File: src/hdl/pxsh_pkg.sv
// widths and constants of the polynomial xor string hash
// no dependencies; compiled before every other file of the block
`default_nettype none

package pxsh_pkg;

	localparam int CHAR_W  = 8;
	localparam int HASH_W  = 64;
	localparam int TABLE_W = 32;

	localparam logic [HASH_W-1:0]  HASH_PRIME     = 64'd1028201;
	localparam logic [HASH_W-1:0]  HASH_MASK      = 64'h0000_0000_D32D_E03A;
	localparam logic [HASH_W-1:0]  HASH_RST       = 64'd0;
	localparam logic [HASH_W-1:0]  POWER_RST      = 64'd1;
	localparam logic [TABLE_W-1:0] TABLE_SIZE_RST = 32'd1024;

endpackage

`default_nettype wire

File: src/hdl/pxsh_ifs.sv
// valid/ready channel interfaces: string bytes in, bucket index out, table size config
// depends on pxsh_pkg for field widths
`default_nettype none

interface pxsh_char_if;
	import pxsh_pkg::*;
	logic              valid;
	logic              ready;
	logic [CHAR_W-1:0] char_byte;
	logic              last_char;
	modport source (output valid, char_byte, last_char, input ready);
	modport sink (input valid, char_byte, last_char, output ready);
endinterface

interface pxsh_bucket_if;
	import pxsh_pkg::*;
	logic               valid;
	logic               ready;
	logic [TABLE_W-1:0] bucket_index;
	modport source (output valid, bucket_index, input ready);
	modport sink (input valid, bucket_index, output ready);
endinterface

interface pxsh_cfg_if;
	import pxsh_pkg::*;
	logic               valid;
	logic               ready;
	logic [TABLE_W-1:0] table_size;
	modport source (output valid, table_size, input ready);
	modport sink (input valid, table_size, output ready);
endinterface

`default_nettype wire

File: src/hdl/polynomial_xor_string_hash_core.sv
// polynomial xor string hash core: one string byte per beat, bucket index per string
// each byte makes two passes through the shared 32x32 multiplier, byte times power
// and then power times prime, each in steps LL, LH, HL and SUM; ready is low meanwhile
// the final byte then passes through the one-bit-a-cycle remainder unit, which waits
// to start while a previous index has not yet been taken
// arst_n clears hash to 0, power to 1, table_size to 1024 and drops all valids
`default_nettype none

module polynomial_xor_string_hash_core (
	input  wire logic     clk,
	input  wire logic     arst_n,
	pxsh_char_if.sink     chars,
	pxsh_bucket_if.source buckets,
	pxsh_cfg_if.sink      cfg
);
	import pxsh_pkg::*;

	typedef enum logic [6:0] {
		ST_IDLE      = 7'b0000001,
		ST_PROD_GO   = 7'b0000010,
		ST_PROD_WAIT = 7'b0000100,
		ST_POW_GO    = 7'b0001000,
		ST_POW_WAIT  = 7'b0010000,
		ST_DIV_GO    = 7'b0100000,
		ST_DIV_WAIT  = 7'b1000000
	} state_t;

	state_t             state_q;
	state_t             state_d;
	logic [CHAR_W-1:0]  byte_q;
	logic               last_q;
	logic [HASH_W-1:0]  hash_q;
	logic [HASH_W-1:0]  power_q;
	logic [TABLE_W-1:0] table_size_q;
	logic [TABLE_W-1:0] result_q;
	logic               out_vld_q;
	logic               in_beat;
	logic               pow_phase;
	logic               mul_start;
	logic               mul_done;
	logic [HASH_W-1:0]  mul_a;
	logic [HASH_W-1:0]  mul_b;
	logic [HASH_W-1:0]  mul_p;
	logic               div_start;
	logic               div_done;
	logic [TABLE_W-1:0] div_rem;

	assign in_beat = chars.valid && chars.ready;

	// shared multiplier: byte times power, then power times prime
	assign pow_phase = (state_q == ST_POW_GO) || (state_q == ST_POW_WAIT);
	assign mul_start = (state_q == ST_PROD_GO) || (state_q == ST_POW_GO);
	assign mul_a     = pow_phase ? power_q : {{(HASH_W-CHAR_W){byte_q[CHAR_W-1]}}, byte_q};
	assign mul_b     = pow_phase ? HASH_PRIME : power_q;

	pxsh_mul u_mul (
		.clk     (clk),
		.arst_n  (arst_n),
		.start   (mul_start),
		.op_a    (mul_a),
		.op_b    (mul_b),
		.done    (mul_done),
		.product (mul_p)
	);

	// remainder unit starts only once the previous index has been taken
	assign div_start = (state_q == ST_DIV_GO) && !out_vld_q;

	pxsh_mod u_mod (
		.clk       (clk),
		.arst_n    (arst_n),
		.start     (div_start),
		.dividend  (hash_q),
		.divisor   (table_size_q),
		.done      (div_done),
		.remainder (div_rem)
	);

	// sequencer
	always_comb begin
		state_d = state_q;
		unique case (state_q)
			ST_IDLE:      if (in_beat) state_d = ST_PROD_GO;
			ST_PROD_GO:   state_d = ST_PROD_WAIT;
			ST_PROD_WAIT: if (mul_done) state_d = ST_POW_GO;
			ST_POW_GO:    state_d = ST_POW_WAIT;
			ST_POW_WAIT: begin
				if (mul_done) state_d = last_q ? ST_DIV_GO : ST_IDLE;
			end
			ST_DIV_GO:    if (!out_vld_q) state_d = ST_DIV_WAIT;
			ST_DIV_WAIT:  if (div_done) state_d = ST_IDLE;
			default:      state_d = ST_IDLE;
		endcase
	end

	always_ff @(posedge clk or negedge arst_n) begin
		if (!arst_n) begin
			state_q <= ST_IDLE;
		end else begin
			state_q <= state_d;
		end
	end

	// hash state, table size and output valid
	always_ff @(posedge clk or negedge arst_n) begin
		if (!arst_n) begin
			hash_q       <= HASH_RST;
			power_q      <= POWER_RST;
			table_size_q <= TABLE_SIZE_RST;
			out_vld_q    <= 1'b0;
		end else begin
			if (cfg.valid && cfg.ready) begin
				table_size_q <= cfg.table_size;
			end
			if (buckets.valid && buckets.ready) begin
				out_vld_q <= 1'b0;
			end
			if ((state_q == ST_PROD_WAIT) && mul_done) begin
				hash_q <= (hash_q + mul_p) ^ HASH_MASK;
			end
			if ((state_q == ST_POW_WAIT) && mul_done) begin
				power_q <= mul_p;
			end
			if ((state_q == ST_DIV_WAIT) && div_done) begin
				hash_q    <= HASH_RST;
				power_q   <= POWER_RST;
				out_vld_q <= 1'b1;
			end
		end
	end

	// input byte and result payload
	always_ff @(posedge clk) begin
		if (in_beat) begin
			byte_q <= chars.char_byte;
			last_q <= chars.last_char;
		end
		if ((state_q == ST_DIV_WAIT) && div_done) begin
			result_q <= (table_size_q == '0) ? '0 : div_rem;
		end
	end

	assign chars.ready          = (state_q == ST_IDLE);
	assign cfg.ready            = 1'b1;
	assign buckets.valid        = out_vld_q;
	assign buckets.bucket_index = result_q;

endmodule

`default_nettype wire

File: src/hdl/pxsh_mul.sv
// 64x64 multiply, low 64 bits, built from one 32x32 multiplier in steps LL, LH, HL and SUM
// depends on pxsh_pkg
`default_nettype none

module pxsh_mul (
	input  wire logic                      clk,
	input  wire logic                      arst_n,
	input  wire logic                      start,
	input  wire logic [pxsh_pkg::HASH_W-1:0] op_a,
	input  wire logic [pxsh_pkg::HASH_W-1:0] op_b,
	output logic                           done,
	output logic [pxsh_pkg::HASH_W-1:0]    product
);
	import pxsh_pkg::*;

	localparam int HALF_W = HASH_W / 2;

	localparam logic [1:0] STEP_LL  = 2'd0;
	localparam logic [1:0] STEP_LH  = 2'd1;
	localparam logic [1:0] STEP_HL  = 2'd2;
	localparam logic [1:0] STEP_SUM = 2'd3;

	logic              busy_q;
	logic              done_q;
	logic [1:0]        step_q;
	logic [HALF_W-1:0] mul_a;
	logic [HALF_W-1:0] mul_b;
	logic [HASH_W-1:0] mul_res;
	logic [HASH_W-1:0] prod_q;
	logic [HASH_W-1:0] acc_q;

	// operand halves for each partial product; the high-by-high term wraps away
	always_comb begin
		case (step_q)
			STEP_LH: begin
				mul_a = op_a[HALF_W-1:0];
				mul_b = op_b[HASH_W-1:HALF_W];
			end
			STEP_HL: begin
				mul_a = op_a[HASH_W-1:HALF_W];
				mul_b = op_b[HALF_W-1:0];
			end
			default: begin
				mul_a = op_a[HALF_W-1:0];
				mul_b = op_b[HALF_W-1:0];
			end
		endcase
	end

	assign mul_res = {{HALF_W{1'b0}}, mul_a} * {{HALF_W{1'b0}}, mul_b};

	// step sequencer
	always_ff @(posedge clk or negedge arst_n) begin
		if (!arst_n) begin
			busy_q <= 1'b0;
			done_q <= 1'b0;
			step_q <= STEP_LL;
		end else begin
			done_q <= 1'b0;
			if (start) begin
				busy_q <= 1'b1;
				step_q <= STEP_LL;
			end else if (busy_q) begin
				step_q <= step_q + 2'd1;
				if (step_q == STEP_SUM) begin
					busy_q <= 1'b0;
					done_q <= 1'b1;
				end
			end
		end
	end

	// product register, then accumulate one step behind
	always_ff @(posedge clk) begin
		if (busy_q) begin
			prod_q <= mul_res;
			case (step_q)
				STEP_LH: acc_q <= prod_q;
				STEP_HL, STEP_SUM: begin
					acc_q[HASH_W-1:HALF_W] <= acc_q[HASH_W-1:HALF_W] + prod_q[HALF_W-1:0];
				end
				default: acc_q <= acc_q;
			endcase
		end
	end

	assign done    = done_q;
	assign product = acc_q;

endmodule

`default_nettype wire

File: src/hdl/pxsh_mod.sv
// 64-bit by 32-bit remainder, restoring, one dividend bit per cycle
// depends on pxsh_pkg
`default_nettype none

module pxsh_mod (
	input  wire logic                         clk,
	input  wire logic                         arst_n,
	input  wire logic                         start,
	input  wire logic [pxsh_pkg::HASH_W-1:0]  dividend,
	input  wire logic [pxsh_pkg::TABLE_W-1:0] divisor,
	output logic                              done,
	output logic [pxsh_pkg::TABLE_W-1:0]      remainder
);
	import pxsh_pkg::*;

	localparam int              CNT_W     = $clog2(HASH_W);
	localparam logic [CNT_W-1:0] LAST_STEP = CNT_W'(HASH_W - 1);

	logic               busy_q;
	logic               done_q;
	logic [CNT_W-1:0]   cnt_q;
	logic [HASH_W-1:0]  num_q;
	logic [TABLE_W-1:0] den_q;
	logic [TABLE_W-1:0] rem_q;
	logic [TABLE_W:0]   trial;
	logic [TABLE_W:0]   diff;
	logic               fits;

	// shift in the next dividend bit and subtract when it fits
	assign trial = {rem_q, num_q[HASH_W-1]};
	assign diff  = trial - {1'b0, den_q};
	assign fits  = (trial >= {1'b0, den_q});

	// bit counter
	always_ff @(posedge clk or negedge arst_n) begin
		if (!arst_n) begin
			busy_q <= 1'b0;
			done_q <= 1'b0;
			cnt_q  <= '0;
		end else begin
			done_q <= 1'b0;
			if (start) begin
				busy_q <= 1'b1;
				cnt_q  <= '0;
			end else if (busy_q) begin
				cnt_q <= cnt_q + CNT_W'(1);
				if (cnt_q == LAST_STEP) begin
					busy_q <= 1'b0;
					done_q <= 1'b1;
				end
			end
		end
	end

	// partial remainder and dividend shifter
	always_ff @(posedge clk) begin
		if (start) begin
			num_q <= dividend;
			den_q <= divisor;
			rem_q <= '0;
		end else if (busy_q) begin
			num_q <= {num_q[HASH_W-2:0], 1'b0};
			rem_q <= fits ? diff[TABLE_W-1:0] : trial[TABLE_W-1:0];
		end
	end

	assign done      = done_q;
	assign remainder = rem_q;

endmodule

`default_nettype wire

File: src/flat_wrapper.sv
// flat-port wrapper written by rule: the top's interface ports become plain ports
module polynomial_xor_string_hash_core_flat import pxsh_pkg::*;
  (clk, arst_n, chars_valid, chars_char_byte, chars_last_char, chars_ready, buckets_valid, buckets_bucket_index, buckets_ready, cfg_valid, cfg_table_size, cfg_ready);
  pxsh_char_if chars_i ();
  pxsh_bucket_if buckets_i ();
  pxsh_cfg_if cfg_i ();
  input  wire logic clk;
  input  wire logic arst_n;
  input wire logic [$bits(chars_i.valid)-1:0] chars_valid;
  input wire logic [$bits(chars_i.char_byte)-1:0] chars_char_byte;
  input wire logic [$bits(chars_i.last_char)-1:0] chars_last_char;
  output wire logic [$bits(chars_i.ready)-1:0] chars_ready;
  output wire logic [$bits(buckets_i.valid)-1:0] buckets_valid;
  output wire logic [$bits(buckets_i.bucket_index)-1:0] buckets_bucket_index;
  input wire logic [$bits(buckets_i.ready)-1:0] buckets_ready;
  input wire logic [$bits(cfg_i.valid)-1:0] cfg_valid;
  input wire logic [$bits(cfg_i.table_size)-1:0] cfg_table_size;
  output wire logic [$bits(cfg_i.ready)-1:0] cfg_ready;
  assign chars_i.valid = chars_valid;
  assign chars_i.char_byte = chars_char_byte;
  assign chars_i.last_char = chars_last_char;
  assign chars_ready = chars_i.ready;
  assign buckets_valid = buckets_i.valid;
  assign buckets_bucket_index = buckets_i.bucket_index;
  assign buckets_i.ready = buckets_ready;
  assign cfg_i.valid = cfg_valid;
  assign cfg_i.table_size = cfg_table_size;
  assign cfg_ready = cfg_i.ready;
  polynomial_xor_string_hash_core u_core (.clk(clk), .arst_n(arst_n), .chars(chars_i), .buckets(buckets_i), .cfg(cfg_i));
endmodule
File: config.mk
export PLATFORM = sky130hd
export DESIGN_NAME = polynomial_xor_string_hash_core_flat
export DESIGN_NICKNAME = d
export VERILOG_FILES = /design/src/hdl/pxsh_pkg.sv /design/src/hdl/pxsh_ifs.sv /design/src/hdl/polynomial_xor_string_hash_core.sv /design/src/hdl/pxsh_mul.sv /design/src/hdl/pxsh_mod.sv /design/src/flat_wrapper.sv
export SDC_FILE = /design/constraint.sdc
export NUM_CORES = 2
export LEC_CHECK = 0
export BUFFER_PORTS_ARGS = -buffer_cell sky130_fd_sc_hd__buf_4
export CAP_MARGIN = 25
export CORE_ASPECT_RATIO = 0.8
export CORE_MARGIN = 3
export CORE_UTILIZATION = 35
export DETAILED_ROUTE_END_ITERATION = 10
export MAX_ROUTING_LAYER = met4
export SYNTH_ARGS = -nofsm -noshare
export SYNTH_HDL_FRONTEND = slang
export SYNTH_SLANG_ARGS = --single-unit
File: constraint.sdc
create_clock -name clk -period 8.55 [get_ports clk]
set_clock_uncertainty 0.05 [all_clocks]
set_input_delay 1.71 -clock clk [delete_from_list [all_inputs] [get_ports clk]]
set_output_delay 1.71 -clock clk [all_outputs]
set_load 0.01 [all_outputs]
After elaboration in Yosys (flattened, before gate mapping)
Cells that the tools add are included.
{ "op_classes": {"add_sub_neg": 5, "n_mul": 1, "magnitude_cmp": 1, "eq_ne": 16, "muxes": 37, "bitwise_logic": 1, "n_reduce_logical": 20} }
{ "ops": {"columns": ["operator", "count"], "rows": [
  ["64-bit two-way mux", 8],
  ["32-bit two-way mux", 3],
  ["64-bit adder", 1],
  ["32-bit by 32-bit multiplier with 64-bit output", 1],
  ["32-bit one-hot mux with 2 select lines", 1],
  ["7-bit one-hot mux with 7 select lines", 1],
  ["7-bit two-way mux", 5],
  ["33-bit by 32-bit >= comparator with 1-bit output", 1],
  ["32-bit adder", 1],
  ["32-bit logical NOT", 1],
  ["32-bit subtractor", 1],
  ["6-bit two-way mux", 3],
  ["16-bit NOT", 1],
  ["1-bit two-way mux", 14],
  ["2-bit nonzero test", 6],
  ["2-bit != test (second input constant)", 5],
  ["7-bit by 1-bit == test with 1-bit output (second input constant)", 1],
  ["7-bit by 2-bit == test with 1-bit output (second input constant)", 1],
  ["7-bit by 3-bit == test with 1-bit output (second input constant)", 1],
  ["7-bit by 4-bit == test with 1-bit output (second input constant)", 1],
  ["7-bit by 5-bit == test with 1-bit output (second input constant)", 1],
  ["7-bit by 6-bit == test with 1-bit output (second input constant)", 1],
  ["7-bit == test (second input constant)", 1],
  ["6-bit by 1-bit adder with 6-bit output (second input constant)", 1],
  ["11 further kinds", 20]
]} }
{ "word_totals": {"ff_bits": 477, "output_inout_bits": 35, "wordCells": 101} }

Depth between registers and ports, before layout
{ "depth": {"ltp_word": 5, "mapped_depth": 37, "depth_no_buf": 33} }

Hierarchy
A second synthesis with hierarchy kept.
{ "unflattened": {"hier_cells": 6285, "area_unflattened_um2": 58881.5} }
{ "by_module_without_submodules": {"columns": ["mod", "n_inst", "cells_per_inst", "area_each_um2"], "rows": [
  ["pxsh_mul", 1, 4187, 38863.5],
  ["polynomial_xor_string_hash_core", 1, 1413, 12670.9],
  ["pxsh_mod", 1, 685, 7347.0]
]} }

Worst setup path before layout
Ideal clock, no wire load.
{ "synth_path": {"path_type": "reg2reg", "from": "register u_core.state_q[5]", "to": "register u_core.u_mul.prod_q[57] (data pin)", "arrival_time_ps": 8903, "required_ps": 8231, "setup_slack_ps": -671, "stages_incl_launch_ff": 36, "path_buffers": 5, "period_less_slack_ps": 9221, "cell_sequence": "dfrtp_1 > or3_1 > or3_1 > or2_2 > clkbuf_1 > clkbuf_1 > and2_1 > clkbuf_1 > nand2_1 > clkbuf_1 > inv_1 > fa_1 > inv_1 > fa_1 > fa_1 > fa_1 > inv_1 > fa_1 > inv_1 > fa_1 > inv_1 > fa_1 > fa_1 > ha_1 > clkbuf_1 > a21oi_1 > o21ai_0 > a21oi_1 > o21ai_0 > a32oi_1 > o31ai_1 > a31oi_1 > nor3_1 > a211oi_1 > o31ai_1 > xor2_1"} }
{ "synth_between": {"elab_chain_cells": 5} }
{ "synth_lines": {"columns": ["item", "line", "text"], "rows": [
  ["from (decl)", "polynomial_xor_string_hash_core.sv:28", "state_t state_q;"],
  ["from (signal assigned)", "polynomial_xor_string_hash_core.sv:100", "state_q <= state_d;"],
  ["7-bit by 4-bit == test with 1-bit output / 7-bit by 5-bit == test with 1-bit output (equally long branches)", "polynomial_xor_string_hash_core.sv:51", "assign pow_phase = (state_q == ST_POW_GO) || (state_q == ST_POW_WAIT);"],
  ["1-bit logical OR *", "polynomial_xor_string_hash_core.sv:51", null],
  ["64-bit two-way mux (on tied branches)", "polynomial_xor_string_hash_core.sv:53, polynomial_xor_string_hash_core.sv:54", null],
  ["32-bit two-way mux", "pxsh_mul.sv:34", "case (step_q)"],
  ["32-bit by 32-bit multiplier with 64-bit output *", "pxsh_mul.sv:50", "assign mul_res = {{HALF_W{1'b0}}, mul_a} * {{HALF_W{1'b0}}, mul_b};"],
  ["named net u_core.u_mul.mul_res[57]", "pxsh_mul.sv:28", "logic [HASH_W-1:0] mul_res;"],
  ["to (signal assigned)", "pxsh_mul.sv:76", "prod_q <= mul_res;"],
  ["to (decl)", "pxsh_mul.sv:29", "logic [HASH_W-1:0] prod_q;"]
]} }
Mark *: on every way through the listed nets, which the timed path passes. The rest lies on a longest branch.
A chain may end at the register's enable or synchronous reset.

Worst setup path in the final report
{ "layout_path": {"from": "register u_core.state_q[1]", "to": "register u_core.u_mul.prod_q[63] (data pin)"} }
The elaborated chain is that of the path after synthesis.

==> out/metrics.csv <==
stage;metric;value;unit
place;dp_hpwl;153000;µm
place;place_ws;-1.13;ns
floorplanning;rows;132;
drt;vias_per_cell;5.09;
critical_path;startpoint_type;flip-flop;
clock_tree;clk_pin_slew;0.06;ns
critical_path;worst-setup-path-type;reg -> reg;
timing;timing.final.hold_violations;0;
drt;wire_per_inst;21.3;µm
synth;async_flop_share;37.7;%
synth;syn_nets;7426;
critical_path;cp_max_fo;7;
timing;worstMarginPinSlew;1.02;ns
finish;design_area;0.0689;mm²
clock_tree;cts_made_buffers;52;
critical_path;cp_num_buf_inv;11;
grt;grt_pass1_wl;283000;µm
finish;drive_gt1_share;18.4;%
run;cap_violations;0;
drt;routed.top_layer;met4;
worst_hold_path;min_from;u_core.table_size_q[6];
critical_path;reg2reg_slack;-0.55;ns
place;gp_congestion;0.974;
place;place_area;0.0651;mm²
critical_path;required;8.88;ns
synth;synthesis.area;0.0573;mm²
clock_tree;cts_tree;built;
floorplanning;io_pins;81;
synth;syn-instance-count;6087;
timing;slew_headroom;31.8;%
finish;final_nets;7925;
timing;fin_crit_sh;106;%
grt;antenna_found_initial;2;
floorplanning;dieArea;0.169;mm²
synth;synth-seq-area-share;22.9;%
critical_path;cp-end-kind;flip-flop;
timing;setup_slack;-0.552;ns
status;outcome;complete, but fails checks;
timing;period_needed;9.10;ns
grt;grt-ovfl-total;0;
power;power_density;161;mW/mm²
grt;first_global_vias;45400;
status;violations;negative setup slack;
drt;ant_nets;0;
clock_tree;ctsHoldBuffers;0;
place;portBuffers;79;
power;leakage;34.5;nW
synth;synth_cell_types;92;
synth;yosys_most_used_dff;edfxtp_1;
synth;yosysWarnings;0;
critical_path;crit_start;u_core.state_q[1];
drt;drt-initial-drc-count;4016;
critical_path;cp_top_family;adder cells;
drt;wl_met3;16200;µm
finish;final_cells;8775;
clock_tree;cts_buffer_depth;3;
critical_path;path_common_cell;fa_1;
timing;rsz0062_at_grt;yes;
finish;fin_util;42.5;%
clock_tree;cts.sinks;477;
finish;layout_commonest_cell;inv_1;
floorplanning;start_util;35.3;%
clock_tree;cts_max_level;2;
synth;synth-edff-count;265;
drt;drt-met1-wl;89100;µm
grt;track_usage;22.6;%
critical_path;r2r-end;u_core.u_mul.prod_q[63];
floorplanning;fp.dieW;458;µm
timing;setup_viol;40;
critical_path;reg2reg_from;u_core.state_q[1];
critical_path;cpPeakStageDelay;0.58;ns
drt;drc_errors;0;
synth;syn-mean-instance-area;9.41;µm²
timing;slew_viol_final;0;
worst_hold_path;whs_endpoint;u_core.u_mod.den_q[6];
grt;grt_max_degree;135;
place;dp_cells;8609;
drt;wirelength;187000;µm
worst_hold_path;min_path_cells;0;
timing;fin_tns_setup;-13.14;ns
clock_tree;clk-insertion-delay-late;0.64;ns
floorplanning;fp.dieH;368;µm
clock_tree;cts_root_buf;clkbuf_16;
drt;drt-pass1-iter-count;8;
power;peakVddDrop;0.000222;V
critical_path;cp.arrival;9.44;ns
critical_path;slowest_stage;fa_2;
synth;ys_ff_latch;477;
timing;fmax;110;MHz
drt;wl_met2;76400;µm
drt;vias;44600;
finish;final_cell_mix;inv_1, fa_1, nand2_1, buf_4, nor2_1;
critical_path;r2r_cells;35;
worst_hold_path;hold_class;reg -> reg;
floorplanning;core;0.162;mm²
finish;area_delta_synth_final;20.3;%
-- metrics by stage --
| stage | total power, W | hold slack [ns] |
|---|---|---|
| after floorplan | 0.00646 | 0.383 |
| after global placement | 0.00845 | 0.411 |
| after detailed placement | 0.00849 | 0.408 |
| after CTS | 0.0110 | 0.427 |
| after global routing | 0.0117 | 0.439 |
| final | 0.0111 | 0.431 |
-- repair_timing --
item,4_1_cts,5_1_grt
resized for setup,129,188
pin swaps,27,95
gates cloned,3,5
setup buffers,22,40
endpoints found under the setup margin,43,44
-- routing by layer --
metal,vias to the layer above,global-route usage (%)
li1,20300,-
met1,22600,33.9
met2,1522,31.5
met3,216,4.29
met4,0,4.67
met5,-,-
-- synth_stat cells (23+ instances only) --
library cell,n,area share (%)
o21a_1,44,0.58
inv_1,1141,7.5
mux2_2,71,1.4
ha_1,394,8.6
dfxtp_1,32,1.1
and2_1,23,0.25
dfrtp_1,177,7.7
nand2b_1,33,0.36
clkbuf_1,269,1.8
a31oi_1,35,0.38
nand2_1,827,5.4
mux2i_1,35,0.61
a22o_1,65,0.99
a21oi_1,214,1.9
edfxtp_1,265,14
nor3_1,90,0.79
o21ai_0,229,2.0
nand4_1,41,0.45
nor2_1,469,3.1
nor2b_1,55,0.60
a21o_1,124,1.6
fa_1,899,31
nand3_1,65,0.57
and3_1,24,0.26
xor2_1,71,1.1
xnor2_1,105,1.6
-- logic make-up after synthesis --
kind of cell / after synthesis / share of synthesized area (%)
AO/OA/AOI/OAI: 895 / 10.2
XOR/XNOR: 176 / 2.69
adder cells (fa/ha/maj): 1293 / 40.0
buffers and inverters: 1435 / 9.43
flip-flops: 477 / 22.9
multiplexers: 106 / 2.01
other: 1 / 0.00655
AND/OR/NAND/NOR: 1704 / 12.7
-- power by group --
part | switching (W) | internal [W]
Clock | 0.000995 | 0.00139
Combinational | 0.00306 | 0.00210
Sequential | 0.000557 | 0.00299
Total | 0.00461 | 0.00648
-- sequential cells by signal, indices dropped and copies added, names as in the netlist, 8 cells and up --
register,cells
u_core.hash_q,64
u_core.power_q,64
u_core.u_mod.num_q,64
u_core.u_mul.prod_q,64
u_core.u_mul.product,64
u_core.buckets.bucket_index,32
u_core.table_size_q,32
u_core.u_mod.den_q,32
u_core.u_mod.remainder,32
u_core.byte_q,8
-- how the worst max path moves through the flow --
stage / end / slack (ns) / depth (start not counted)
floorplan: u_core.u_mul.prod_q[57] / -0.17 / 35
global placement: u_core.u_mul.prod_q[63] / -1.92 / 29
detailed placement: u_core.u_mul.prod_q[63] / -1.13 / 34
CTS: u_core.u_mul.prod_q[63] / -0.53 / 33
global route: u_core.u_mul.prod_q[63] / -0.84 / 32
finish: u_core.u_mul.prod_q[63] / -0.55 / 35
-- cell type report --
cell class                      count  area (µm²)
Antenna cell                        1        2.50
Clock buffer                       61        1360
Clock inverter                     37         454
Fill cell                       15800       93300
Inverter                         1142        4290
Multi-Input combinational cell   4176       40400
Sequential cell                   477       13100
Tap cell                         2144        2680
Timing Repair Buffer              737        6680
Note: power is estimated with default switching activity, not from simulation.
